$ cat config.mk
export PLATFORM = sky130hd
export DESIGN_NAME = bfc_rsp_fifo
export DESIGN_NICKNAME = d
export VERILOG_FILES = /design/src/hw/rtl/bfc_pkg.sv /design/src/hw/rtl/bfc_rsp_fifo.sv
export SDC_FILE = /design/constraint.sdc
export NUM_CORES = 1
export LEC_CHECK = 0
export BUFFER_PORTS_ARGS = -buffer_cell sky130_fd_sc_hd__buf_2
export CORE_MARGIN = 1.5
export CORE_UTILIZATION = 45
export CTS_CLUSTER_DIAMETER = 30
export DETAILED_ROUTE_END_ITERATION = 8
export GPL_ROUTABILITY_DRIVEN = 1
export GPL_TIMING_DRIVEN = 1
export HOLD_SLACK_MARGIN = 0.1
export PLACE_DENSITY = 0.7
export SETUP_SLACK_MARGIN = 0.5
export SLEW_MARGIN = 30
export SYNTH_ARGS = -nofsm -noshare
export SYNTH_HDL_FRONTEND = slang
export SYNTH_SLANG_ARGS = --single-unit
$ cat constraint.sdc
create_clock -name clock -period 6.7 [get_ports clock]
set_input_delay 0.67 -clock clock [delete_from_list [all_inputs] [get_ports clock]]
set_output_delay 0.67 -clock clock [all_outputs]
set_load 0.05 [all_outputs]
$ cat src/hw/rtl/bfc_pkg.sv
// Shared types, sizes and helpers for the 3x3 clamped box filter.
// Used by the result queue and by the filter top level; depends on nothing.
`default_nettype none

package bfc_pkg;

   // Frame limits and derived widths
   localparam int MAX_WIDTH  = 512;
   localparam int MAX_HEIGHT = 512;
   localparam int COL_W      = $clog2(MAX_WIDTH);
   localparam int ROW_W      = $clog2(MAX_HEIGHT);
   localparam int CFG_W      = 10;
   localparam int PIX_W      = 8;
   localparam int LINE_W     = 2 * PIX_W;     // {upper, middle} per column
   localparam int COLSUM_W   = 10;            // three pixels, or upper + 2*middle
   localparam int SUM_W      = 12;            // nine pixels

   // Divide by nine: floor(s * 7282 / 2^16) is exact for s below 32768
   localparam int DIV9_MUL   = 7282;
   localparam int DIV9_MUL_W = 13;
   localparam int DIV9_SHIFT = 16;

   // Result queue (depth is a power of two so pointers wrap on their own)
   localparam int FIFO_DEPTH = 8;
   localparam int FIFO_PTR_W = $clog2(FIFO_DEPTH);
   localparam int FIFO_CNT_W = $clog2(FIFO_DEPTH + 1);

   // Register indexes
   localparam int CSR_IDX_W = 1;
   localparam logic [CSR_IDX_W-1:0] REG_FRAME_WIDTH  = 1'b0;
   localparam logic [CSR_IDX_W-1:0] REG_FRAME_HEIGHT = 1'b1;

   // Request codes
   localparam logic REQ_PIXEL = 1'b0;
   localparam logic REQ_FLUSH = 1'b1;

   localparam logic [CFG_W-1:0] FRAME_WIDTH_RESET  = CFG_W'(400);
   localparam logic [CFG_W-1:0] FRAME_HEIGHT_RESET = CFG_W'(400);

   typedef enum logic [1:0] {
      OP_NONE  = 2'd0,
      OP_PIXEL = 2'd1,
      OP_DRAIN = 2'd2
   } op_type;

   // One delivered result word
   typedef struct packed {
      logic [PIX_W-1:0] pixel_out;
      logic [COL_W-1:0] out_col;
      logic [ROW_W-1:0] out_row;
      logic             frame_done;
      logic             run_end;
   } result_type;

   // Up to two result words entering the queue in one cycle, a before b
   typedef struct packed {
      logic       valid_a;
      logic       valid_b;
      result_type a;
      result_type b;
   } push_type;

   // Clamp a size register to 1..max
   function automatic logic [CFG_W-1:0] eff_size(input logic [CFG_W-1:0] v,
                                                 input logic [CFG_W-1:0] max_v);
      logic [CFG_W-1:0] r;
      begin
         if (v == '0) begin
            r = CFG_W'(1);
         end else if (v > max_v) begin
            r = max_v;
         end else begin
            r = v;
         end
         return r;
      end
   endfunction

   // Floor of a window sum divided by nine
   function automatic logic [PIX_W-1:0] div9(input logic [SUM_W-1:0] s);
      logic [SUM_W+DIV9_MUL_W-1:0] prod;
      begin
         prod = (SUM_W+DIV9_MUL_W)'(s) * (SUM_W+DIV9_MUL_W)'(DIV9_MUL);
         return prod[DIV9_SHIFT +: PIX_W];
      end
   endfunction

endpackage

`default_nettype wire

$ cat src/hw/rtl/bfc_rsp_fifo.sv
// Result queue of the box filter: takes up to two words a cycle, gives one.
// Depends on bfc_pkg for the word and push types and the queue depth.
`default_nettype none

module bfc_rsp_fifo (
   input  wire logic                          clock,
   input  wire logic                          reset,
   input  wire bfc_pkg::push_type             push,
   input  wire logic                          pop,
   output      bfc_pkg::result_type           head,
   output      logic                          not_empty,
   output      logic [bfc_pkg::FIFO_CNT_W-1:0] count
);

   bfc_pkg::result_type                   entry_ff [bfc_pkg::FIFO_DEPTH];
   logic [bfc_pkg::FIFO_PTR_W-1:0]        wr_ptr_ff, wr_ptr_in;
   logic [bfc_pkg::FIFO_PTR_W-1:0]        rd_ptr_ff, rd_ptr_in;
   logic [bfc_pkg::FIFO_CNT_W-1:0]        count_ff, count_in;
   logic [bfc_pkg::FIFO_PTR_W-1:0]        wr_b_ptr;

   // Advance pointers and count
   always_comb begin
      wr_b_ptr  = wr_ptr_ff + bfc_pkg::FIFO_PTR_W'(push.valid_a);
      wr_ptr_in = wr_b_ptr + bfc_pkg::FIFO_PTR_W'(push.valid_b);
      rd_ptr_in = rd_ptr_ff + bfc_pkg::FIFO_PTR_W'(pop);
      count_in  = count_ff + bfc_pkg::FIFO_CNT_W'(push.valid_a)
                 + bfc_pkg::FIFO_CNT_W'(push.valid_b) - bfc_pkg::FIFO_CNT_W'(pop);
   end

   always_ff @(posedge clock) begin
      if (reset) begin
         wr_ptr_ff <= '0;
         rd_ptr_ff <= '0;
         count_ff  <= '0;
      end else begin
         wr_ptr_ff <= wr_ptr_in;
         rd_ptr_ff <= rd_ptr_in;
         count_ff  <= count_in;
      end
   end

   // Store words, second one right behind the first
   always_ff @(posedge clock) begin
      if (push.valid_a) begin
         entry_ff[wr_ptr_ff] <= push.a;
      end
      if (push.valid_b) begin
         entry_ff[wr_b_ptr] <= push.b;
      end
   end

   assign head      = entry_ff[rd_ptr_ff];
   assign not_empty = (count_ff != '0);
   assign count     = count_ff;

endmodule

`default_nettype wire

* Yosys cells after proc, flatten, opt, wreduce, memory -nomap -nowiden
Memories as Yosys holds them, arrays and structs flattened. A register that Yosys moved wholly into a read port is not among the register bits.
Cells that the tools add are included.
** Operators by class
- $add $sub $neg :: 6
- Muxes and demuxes :: 5
- Reduce and logical (&&, ||, !) cells :: 1
** Operators with widths (count)
- $add 3x1->3 :: 3
- $add 4x1->4 :: 2
- $mux 1 :: 4
- $reduce_bool 4->1 :: 1
- $sub 4x1->4 :: 1
- $mux 3 :: 1
** Storage, ports and cells
- Register bits after elaboration :: 10
- Memory bits (writable) :: 224
- Memories kept :: 1
** Memory list
- entry_ff :: words 8, bits a word 28, read ports 1, clocked after memory_dff 1, write ports 2, line bfc_rsp_fifo.sv:15 : bfc_pkg::result_type entry_ff [bfc_pkg::FIFO_DEPTH];

* Logic depth before layout (Yosys ltp)
Gate-level depths: netlist of run 1.
- Depth in word-level cells :: 3
- Gate-level depth with buffers :: 7

* Least setup slack after synthesis of run 1
Ideal clock, no wire load.
- Path kind :: input to register
- Start :: input push[57] in the netlist's numbering
- End :: memory entry_ff[4][0] in the netlist's numbering, enable pin
- Setup time :: 456 ps
- Arrival :: 2909 ps
- Setup slack :: 3335 ps
- Cell stages on the path :: 2
- Buffers on the path :: 0
- Cell sequence :: nand2_1 > o31ai_1
** RTL lines
- start: declaration :: line bfc_rsp_fifo.sv:8 : input wire bfc_pkg::push_type push,
- end: declaration :: line bfc_rsp_fifo.sv:15

==> metrics.md, run 1 <==
| Metric | Value |
|---|---|
| Status | completed |
| Vias in the first global route | 7,406 |
| Total CTS buffers | 46 |
| Final core utilization | 57.14% |
| Post-synthesis cell count | 645 |
| Final Hold Vio Count | 0 |
| First-pass GRT wire length | 42,190 um |
| Final wirelength | 27,110 um |
| CTS Hold Bufs | 0 |
| Routed WL per cell | 23.72 um |
| Synthesis Warnings | 0 |
| WP data arrival | about 3.1 ns |
| Number of remaining DRC errors | 0 |
| Clock Latency Late Sink | 0.53 ns |
| Max cap viols | 0 |
| Syn Nets | 718 |
| Max Used Layer | met4 |
| Clock slew at reported path FFs | 0.05 ns |
| Max-slew headroom | a little under two fifths |
| Clk sinks | 234 |
| Startpoint types | register |
| Core area | around 25,000 um2 |
| Max Slew Vio Count | 0 |
| DR iter-0 viols | 280 |
| Period Utilization, post-route | about 55% |
| Post-CTS Repair Setup Buffers | 0 |
| Met1 WL | 11,300 um |
| Final min period | 3.718 ns |
| Internal power | ~3900 uW |
| Antenna viol nets, final | 0 |
| Grt ovf | 0 |
| Cell taking the most area after synthesis | edfxtp_1 |
| Die X | 164.2 um |
| Switching power total | 1431 uW |
| Vias per cell | 5.747 |
| Pwr Total | 5345 uW |
| Fin cells | 1,143 |
| Placement Rows | between 50 and 60 |
| Post-synthesis sequential area ratio | 59.22% |
| Root Buffer | clkbuf_16 |
| Highest ir drop seen on vdd | 0.2303 mV |
| Combinational Power Share | 20.3% |
| Synthesized flop and latch total | between 200 and 250 |
| Worst hold path class | input port to register |
| Nature of the critical path endpoint | output pin |
| Clk pwr share | approximately 44% |
| CTS Buffer Depth | 3 |
| Reg power frac | 35.3% |
| RSZ-0062 raised after global routing | no |
| CTS HTree Levels | 2 |
| Initial Utilization | 46.18% |
| Area grow syn2layout | 23.74% |
| Fmax | 269.0 MHz |
| Sw frac | 26.76% |
| Area contributors post-synth | edfxtp_1, mux2_2, mux4_2 |
| Critical-path maximum fanout | 38 |
| Mean Syn Cell Area | 18.13 um2 |
| Clock skew | 0.01703 ns |
| Antenna violations before repair | 4 |
| PostCTS Resize Cnt | 0 |
| Library cells used by synthesis | 29 |
| Met2 routed WL | 13,880 um |
| Largest net degree at the start of global routing | 40 |
| Placed cell count | 1,055 |
| Die H | 164.2 um |
| Routability congestion estimate | 0.7472 |
| Buffers on Ports | 93 |
| Share of layout cells above drive strength 1 | 62.92% |
| CTS tree | yes |
| Routed wl met3 | 1543 um |
| Gr usage total | 21.04% |
| Most used flip-flop cell after synthesis | edfxtp_1 |
| Post-synth EDFFs | 224 |
| Power Density | 369.4 nW/um2 |
| Leakage | 0.004919 uW |
| Nets@finish | 847 |
| Fin Setup TNS | 0 ns |
| Vias | 6,569 |
| Synth Cell Area | 11,700 um2 |
| Hpwl dp | 16,790 um |
| Share of synthesized registers carrying an async set or reset | 0% |
| I/O Pins | 94 |
| Yosys top cell area share | 57.51% |
| Final count of negative-setup-slack endpoints | 0 |
| Measured slew at the worst slew-check pin | 0.9366 ns |
| Initial DRT Pass Iterations | 4 |
| Die area | 26,970 um2 |
| Crit path kind | register to output pin |
| Worst Path Required | 6.03 ns |
-- power by group through the flow --
stage	Combinational (uW)	Clock, uW	Sequential [uW]
6_report	1090	2370	1890
5_1_grt	1150	2470	1910
4_1_cts	1090	2400	1890
3_5_place_dp	1090	0	1920
3_3_place_gp	1030	0	1910
2_1_floorplan	734	0	1920
-- per-stage QoR --
| stage | instance area, um2 | hold WS, ns | setup slack [ns] |
|---|---|---|---|
| after floorplan | 11700 | 0.5451 | 3.335 |
| after global placement | 12630 | 0.6255 | 3.382 |
| after detailed placement | 12850 | 0.6539 | 3.322 |
| after CTS | 14450 | 0.4693 | 2.888 |
| after global routing | 14470 | 0.4795 | 2.773 |
| final | 14470 | 0.4751 | 2.982 |
-- logic make-up (layout without fill, tap and decap cells) --
| group | count (synthesis) | count (layout) | share of synthesized area (%) |
|---|---|---|---|
| multiplexers | 308 | 308 | 35.04 |
| XOR/XNOR | 6 | 6 | 0.5778 |
| buffers and inverters | 43 | 207 | 1.744 |
| AO/OA/AOI/OAI | 11 | 11 | 0.6311 |
| flip-flops | 234 | 234 | 59.22 |
| adder cells (fa/ha/maj) | 12 | 12 | 1.412 |
| AND/OR/NAND/NOR | 31 | 31 | 1.369 |
| other | 0 | 4 | 0 |
-- critical path, stage by stage (launching register included) --
cell and delay (ns):
dfxtp_4 0.63, buf_4 0.74, mux4_2 0.60, mux2_2 0.32, buf_2 0.22
-- registers in the layout (all words and copies together), names as in the netlist --
register,count
entry_ff,224
count,4
rd_ptr_ff,3
wr_ptr_ff,3
-- placed cells by master, fill, tap and decap left out, drive strengths merged --
master and n:
mux2 252, o31ai 2, nor3 2, nand2b 4, mux4 56, edfxtp 224
a31o 1, fa 2, nor3b 1, o21bai 2, xor2 2, clkbuf 57
dfxtp 10, buf 117, inv 9, clkinv 14, bufinv 10, nor2 11
nand3 2, a21oi 2, xnor2 4, nor2b 3, nand3b 2, ha 10
o22ai 4, nand2 6, diode 4
-- cell usage after synthesis (2+ instances only) --
master	n
o21bai_1	2
mux4_2	56
nor2_2	4
dfxtp_1	10
xnor2_1	3
nor3_1	2
ha_1	10
nor2b_1	3
fa_1	2
a21oi_1	2
nand2_1	6
buf_2	19
nand3_1	2
nand3b_1	2
mux2_2	252
clkbuf_1	11
nand2b_1	4
buf_4	5
nor2_1	7
edfxtp_1	224
o31ai_1	2
o22ai_1	4
inv_1	7
-- routing by layer --
| layer | track usage [%] | vias up |
|---|---|---|
| met5 | 0 | - |
| li1 | - | 2915 |
| met2 | 36.17 | 175 |
| met4 | 5.537 | 0 |
| met1 | 26.82 | 3449 |
| met3 | 4.747 | 30 |
-- area by class of cell --
| cell class | count | area, um2 |
|---|---|---|
| diodes | 4 | 10.01 |
| flip-flops and latches | 234 | 6932 |
| well taps | 330 | 412.9 |
| multi-input cells | 368 | 4701 |
| fillers | 1915 | 10850 |
| repair buffers | 117 | 787.0 |
| clock buffers | 57 | 1212 |
| inverters | 7 | 26.28 |
| clock inverters | 26 | 391.6 |
-- worst paths after layout --
| check | start | endpoint | slack [ns] | cells after the start |
|---|---|---|---|---|
| hold / removal | reset | count[0] | 0.48 | 2 |
| setup / recovery | rd_ptr_ff[1] | head[4] | 2.98 | 4 |
| hold reg to reg | count[0] | count[0] | 0.65 | 3 |
| setup reg to reg | wr_ptr_ff[0] | entry_ff[5][19] | 3.65 | 6 |
(Power assumes the default switching activity.)
==> run 2, diff against run 1 <==
Settings changed: PLACE_DENSITY 0.7 to 0.72.
Clock period 6.7 ns to 3.25 ns, I/O delays scaled along.
==> run 2 against run 1 <==
  * Combinational power rose by 120%
  * Critical path depth grew 2
  * Sequential power is 110% higher
  * Sequential share of layout area fell by 0.68 points
  * Clock power is 95% higher
  * Cell count rose by 2.4%
  * Sequential cell count did not move
  * Worst setup slack lost 2.5 ns
  * First-iteration DRC count is 55% higher
  * Total power grew 100%
  * Critical path type is now register to register
  * Critical endpoint is now entry_ff[4][3]
  * Highest routed layer is now met5
==> metrics.md, run 2 (synthesis results as in run 1) <==
| Metric | Value |
|---|---|
| Status | completed |
| CTS tree | yes |
| Most frequent cells in the layout | mux2_2, edfxtp_1, buf_2, mux4_2, clkbuf_16 |
| Max Slew Vio Count | 0 |
| Critical path origin | wr_ptr_ff[0] |
| RSZ-0062 raised after global routing | yes |
| Antenna violations before repair | 2 |
| Final count of negative-setup-slack endpoints | 0 |
| Fin cells | 1,170 |
| Worst Path Required | around 3.5 ns |
| Worst hold path class | input port to register |
| I/O Pins | 94 |
| Internal power | 7813 uW |
| Final wirelength | 27,600 um |
| Pwr Total | about 11,000 uW |
| Vias in the first global route | 7,432 |
| CTS HTree Levels | 2 |
| Die area | 26,970 um2 |
| Flop2flop setup slack | 0.51 ns |
| Number of remaining DRC errors | 0 |
| Number of flip-flops in the largest register | 224 |
| Max-slew headroom | 51.16% |
| Clk sinks | 234 |
| Vias | 6,764 |
| Nets@finish | 874 |
| Grt ovf | 0 |
| Final min period | 2.739 ns |
| Placement Rows | 58 |
| Commonest non-fill, non-tap cell in the layout | mux2_2 |
| CTS Buffer Depth | 3 |
| Worst Setup EP | entry_ff[4][3] |
| Core area | about 25,000 um2 |
| R2R depth | 6 |
| Clock Latency Late Sink | 0.54 ns |
| Critical-path maximum fanout | 28 |
| DR iter-0 viols | 434 |
| Hpwl dp | 17,300 um |
| First-pass GRT wire length | between 40,000 and 50,000 um |
| Period Utilization, post-route | a little over four fifths |
| Root Buffer | clkbuf_16 |
| Sw frac | between 20% and 30% |
| Routability congestion estimate | 0.7653 |
| Max cap viols | 0 |
| Routed WL per cell | about 24 um |
| Top reg by flops | entry_ff |
| Clk pwr share | 42.6% |
| Buffers on Ports | 93 |
| Vias per cell | 5.781 |
| Startpoint types | register |
| R2r startpoint | wr_ptr_ff[0] |
| Die H | 164.2 um |
| Area grow syn2layout | 25.51% |
| Antenna viol nets, final | 0 |
| Fmax | 365.0 MHz |
| Largest net degree at the start of global routing | 33 |
| Initial DRT Pass Iterations | 5 |
| Critical R2R Capture | entry_ff[4][3] |
| Worst slack, placed | 0.4878 ns |
| Highest ir drop seen on vdd | around 0.52 mV |
| Final Hold Vio Count | 0 |
| Total CTS buffers | 49 |
| Combinational Power Share | roughly 22% |
| Gr usage total | 21.36% |
| Clock skew | 0.02523 ns |
| Leakage | 0.005047 uW |
| Crit path kind | register to register |
| Hold slack | 0.1848 ns |
| Reg power frac | 35.8% |
| Clock slew at reported path FFs | 0.04 ns |
| Share of layout cells above drive strength 1 | 64.60% |
| Setup slack after layout | 0.5105 ns |
| Fin Setup TNS | 0 ns |
| WP data arrival | 3.01 ns |
| Die X | around 160 um |
| Power Density | 739.2 nW/um2 |
| Switching power total | 3040 uW |
| Nature of the critical path endpoint | register |
| Measured slew at the worst slew-check pin | approximately 0.73 ns |
| Placed cell count | 1,066 |
| Initial Utilization | a little under half |
[run 2: cell count changes in the layout (fill, tap and decap cells not counted), sizes merged]
cell | before | now
buf | 117 | 139
bufbuf | 0 | 1
bufinv | 10 | 4
clkbuf | 57 | 58
clkinv | 14 | 20
clkinvlp | 0 | 5
diode | 4 | 1
dlygate4sd3 | 0 | 1
[run 2: final cells by class]
class | count | area [um2]
clock buffers | 58 | 1260
multi-input cells | 368 | 4701
inverters | 7 | 26.28
clock inverters | 31 | 287.8
fillers | 1879 | 10650
flip-flops and latches | 234 | 6932
well taps | 330 | 412.9
diodes | 1 | 2.502
repair buffers | 141 | 1059
[run 2: critical path: stages (launching register included)]
cell	delay [ns]
dfxtp_1	0.52
ha_1	0.26
ha_1	0.27
xor2_2	0.53
nand2_1	0.23
buf_4	0.34
mux2_2	0.33
[run 2: power by group through the flow]
stage	clock network [uW]	logic (uW)	registers [uW]
detailed placement	0	2300	3940
CTS	4680	2340	3890
global placement	0	2170	3920
finish	4620	2350	3880
floorplan	0	1520	3960
global route	4840	2490	3910
[run 2: stage by stage]
step	util, %	area (um2)
6_report	57.96	14680
5_1_grt	57.95	14680
4_1_cts	57.64	14600
3_5_place_dp	51.17	12960
3_3_place_gp	50.63	12820
2_1_floorplan	-	11710
[run 2: metal layers]
metal	GRT usage, %	wire length, um
met5	0	26
met4	7.066	554
met3	4.697	1740
met2	36.73	14170
met1	26.75	11110
[run 2: worst min path at each step]
stage,start,endpoint,slack (ns),cells after the start
global route,push[19],entry_ff[4][19],0.20,2
global placement,reset,count[0],0.62,2
finish,pop,rd_ptr_ff[0],0.18,3
detailed placement,reset,count[1],0.63,2
floorplan,push[38],entry_ff[6][10],0.54,1
CTS,pop,rd_ptr_ff[0],0.18,3
[run 2: timing repair]
item                                   in CTS  in global routing
hold buffers                                1                  0
buffers inserted                            3                  8
pin swaps                                   0                  1
endpoints found under the hold margin       2                  0
setup endpoints to repair                  14                134
cloned                                      1                  0
resized for setup                           3                  1
==> run 3, diff against run 2 <==
Settings changed: PLACE_DENSITY 0.72 to 0.7.
Clock period 3.25 ns to 2.8 ns, I/O delays scaled along.
==> run 3 against run 2 <==
  * Critical path depth decreased by 1
  * Global-route usage grew 1.9 points
  * Register-to-register slack worse by 0.06 ns
  * Non-clock buffer count increased by 21
  * Die area unchanged
  * Sequential cell count unchanged
  * Clock power increased by 31%
  * Worst hold slack got worse by 0.051 ns
  * Worst setup slack lost 0.19 ns
  * Critical path type is now register to output pin
  * Largest power group unchanged
==> metrics.md, run 3 (synthesis results as in run 1) <==
| Metric | Value |
|---|---|
| Status | completed |
| Initial DRT Pass Iterations | 4 |
| Critical R2R Capture | entry_ff[5][10] |
| Antenna viol nets, final | 0 |
| Leakage | 0.005432 uW |
| Gr usage total | 23.23% |
| Max-slew headroom | 55.73% |
| Worst Path Required | between 2 and 3 ns |
| Fillers | approximately 1,800 |
| Startpoint types | register |
| Final wirelength | 30,760 um |
| Most frequent cells in the layout | mux2_2, edfxtp_1, buf_2, mux4_2, clkbuf_16 |
| Max Slew Vio Count | 0 |
| Clock Latency Late Sink | 0.54 ns |
| Period Utilization, post-route | 88.39% |
| CP peak stage delay | roughly 0.51 ns |
| CTS tree | yes |
| Commonest non-fill, non-tap cell in the layout | mux2_2 |
| Measured slew at the worst slew-check pin | approximately 0.66 ns |
| Nature of the critical path endpoint | output pin |
| Worst Setup EP | head[26] |
| Largest net degree at the start of global routing | 23 |
| Clock skew | 0.01888 ns |
| Fmax | between 400 and 500 MHz |
| Final Hold Vio Count | 0 |
| Die area | 26,970 um2 |
| Critical path origin | rd_ptr_ff[1] |
| Routability congestion estimate | ~0.86 |
| Highest ir drop seen on vdd | 0.5814 mV |
| Share of layout cells above drive strength 1 | about two thirds |
| Area of the multi-input gates | 4838 um2 |
| Clk sinks | 234 |
| Vias per cell | 5.844 |
| First-pass GRT wire length | 45,880 um |
| DR iter-0 viols | 610 |
| Fin Setup TNS | 0 ns |
| Power Density | 885.3 nW/um2 |
| Worst path cell trace | buf_12 -> buf_12 -> mux4_2 -> mux2_4 -> buf_6 |
| RSZ-0062 raised after global routing | yes |
| Critical-path maximum fanout | 6 |
| Worst slack, placed | 0.1107 ns |
| Core area | 25,330 um2 |
| Pwr Total | 13,740 uW |
| R2r startpoint | wr_ptr_ff[0] |
| Root Buffer | clkbuf_16 |
| Number of remaining DRC errors | 0 |
| Sum of buffers and inverters on the critical path | 3 |
| Vias | 7,013 |
| Family with the most delay on the worst path | multiplexers |
| Flop2flop setup slack | 0.45 ns |
| Die X | 164.2 um |
| Clock slew at reported path FFs | 0.05 ns |
| CTS HTree Levels | 2 |
| Setup slack after layout | 0.3251 ns |
| Routed WL per cell | 25.64 um |
| Die H | 164.2 um |
| Most frequent CP cell | buf_12 |
| WP depth | 5 |
| Initial Utilization | 46.18% |
| Crit path kind | register to output pin |
| Final count of negative-setup-slack endpoints | 0 |
| Vias in the first global route | 7,589 |
| Max cap viols | 0 |
| Area grow syn2layout | 32.67% |
| Buffers on Ports | 93 |
| Hold slack | 0.1335 ns |
| I/O Pins | 94 |
| Final core utilization | between 60% and 70% |
| Final min period | roughly 2.5 ns |
| Placement Rows | 58 |
| CTS Buffer Depth | 3 |
| Hpwl dp | ~18,000 um |
| CP max-delay cell | mux4_2 |
| Antenna violations before repair | 3 |
| Worst hold path class | input port to register |
| Total CTS buffers | 52 |
| Register Area | 6940 um2 |
| Grt ovf | 0 |
| R2R depth | 6 |
| WP data arrival | 2.19 ns |
| Top reg by flops | entry_ff |
| Nets@finish | roughly 900 |
| Number of flip-flops in the largest register | 224 |
## run 3: cell types whose count changed in the layout (fill, tap and decap cells not counted), moves of 3 or more
cell / delta
buf_4: +13
inv_6: +3
clkbuf_16: +6
mux2_2: -20
ha_1: -3
buf_8: +6
buf_6: +19
buf_2: -27
mux2_4: +20
bufinv_16: +4
buf_12: +8
clkinv_1: +3
dfxtp_1: -3
## run 3: area by class of cell
cell class / instances / area share, %
sequential: 234 / 44.73
inverter: 7 / 0.1693
timing repair buffer: 162 / 9.861
clock buffer: 61 / 8.805
tap: 330 / 2.661
multi-input combinational: 368 / 31.18
clock inverter: 36 / 2.564
antenna: 2 / 0.03225
## run 3: timing repair
| item | 4_1_cts | 5_1_grt |
|---|---|---|
| buffers inserted | 9 | 11 |
| gates resized for setup | 86 | 27 |
| pin swaps | 2 | 2 |
| cloned | 5 | 3 |
| hold buffers | 1 | 0 |
| setup endpoints to repair | 405 | 256 |
| hold endpoints to repair | 9 | 0 |
## run 3: worst min path at each step
| stage | from | endpoint | slack [ns] | depth (start not counted) |
|---|---|---|---|---|
| after CTS | pop | rd_ptr_ff[0] | 0.12 | 3 |
| after detailed placement | reset | wr_ptr_ff[2] | 0.61 | 2 |
| after global placement | reset | count[1] | 0.58 | 2 |
| final | pop | rd_ptr_ff[0] | 0.13 | 3 |
| after global routing | push[27] | entry_ff[4][27] | 0.15 | 2 |
| after floorplan | push[38] | entry_ff[6][10] | 0.50 | 1 |
## run 3: stage by stage
| step | std cells | cell area [um2] |
|---|---|---|
| global placement | 1071 | 12960 |
| finish | 1200 | 15520 |
| CTS | 1184 | 15280 |
| detailed placement | 1072 | 12980 |
| floorplan | 645 | 11730 |
| global route | 1198 | 15510 |
## run 3: tightest hold or removal path, delay by kind of cell
family	cells	cell delay (ns)
AND/OR/NAND/NOR	1	0.11
adder cells (fa/ha/maj)	1	0.12
buffers and inverters	1	0.11
## run 3: power by group
part / switching, uW / leakage [uW] / internal [uW]
sequential: 160 / 0.00214 / 4380
clock: 1870 / 0.000856 / 4190
combinational: 1710 / 0.00244 / 1420
total: 3740 / 0.00543 / 9990
## run 3: routing by layer
layer  part of all wire [%]  global-route usage [%]  vias up
met5                      0                       0        -
met4                    2.9                   8.347        0
met3                    6.0                   4.369       73
met2                     51                   39.72      277
met1                     40                   29.50     3652
li1                       -                       -     3011
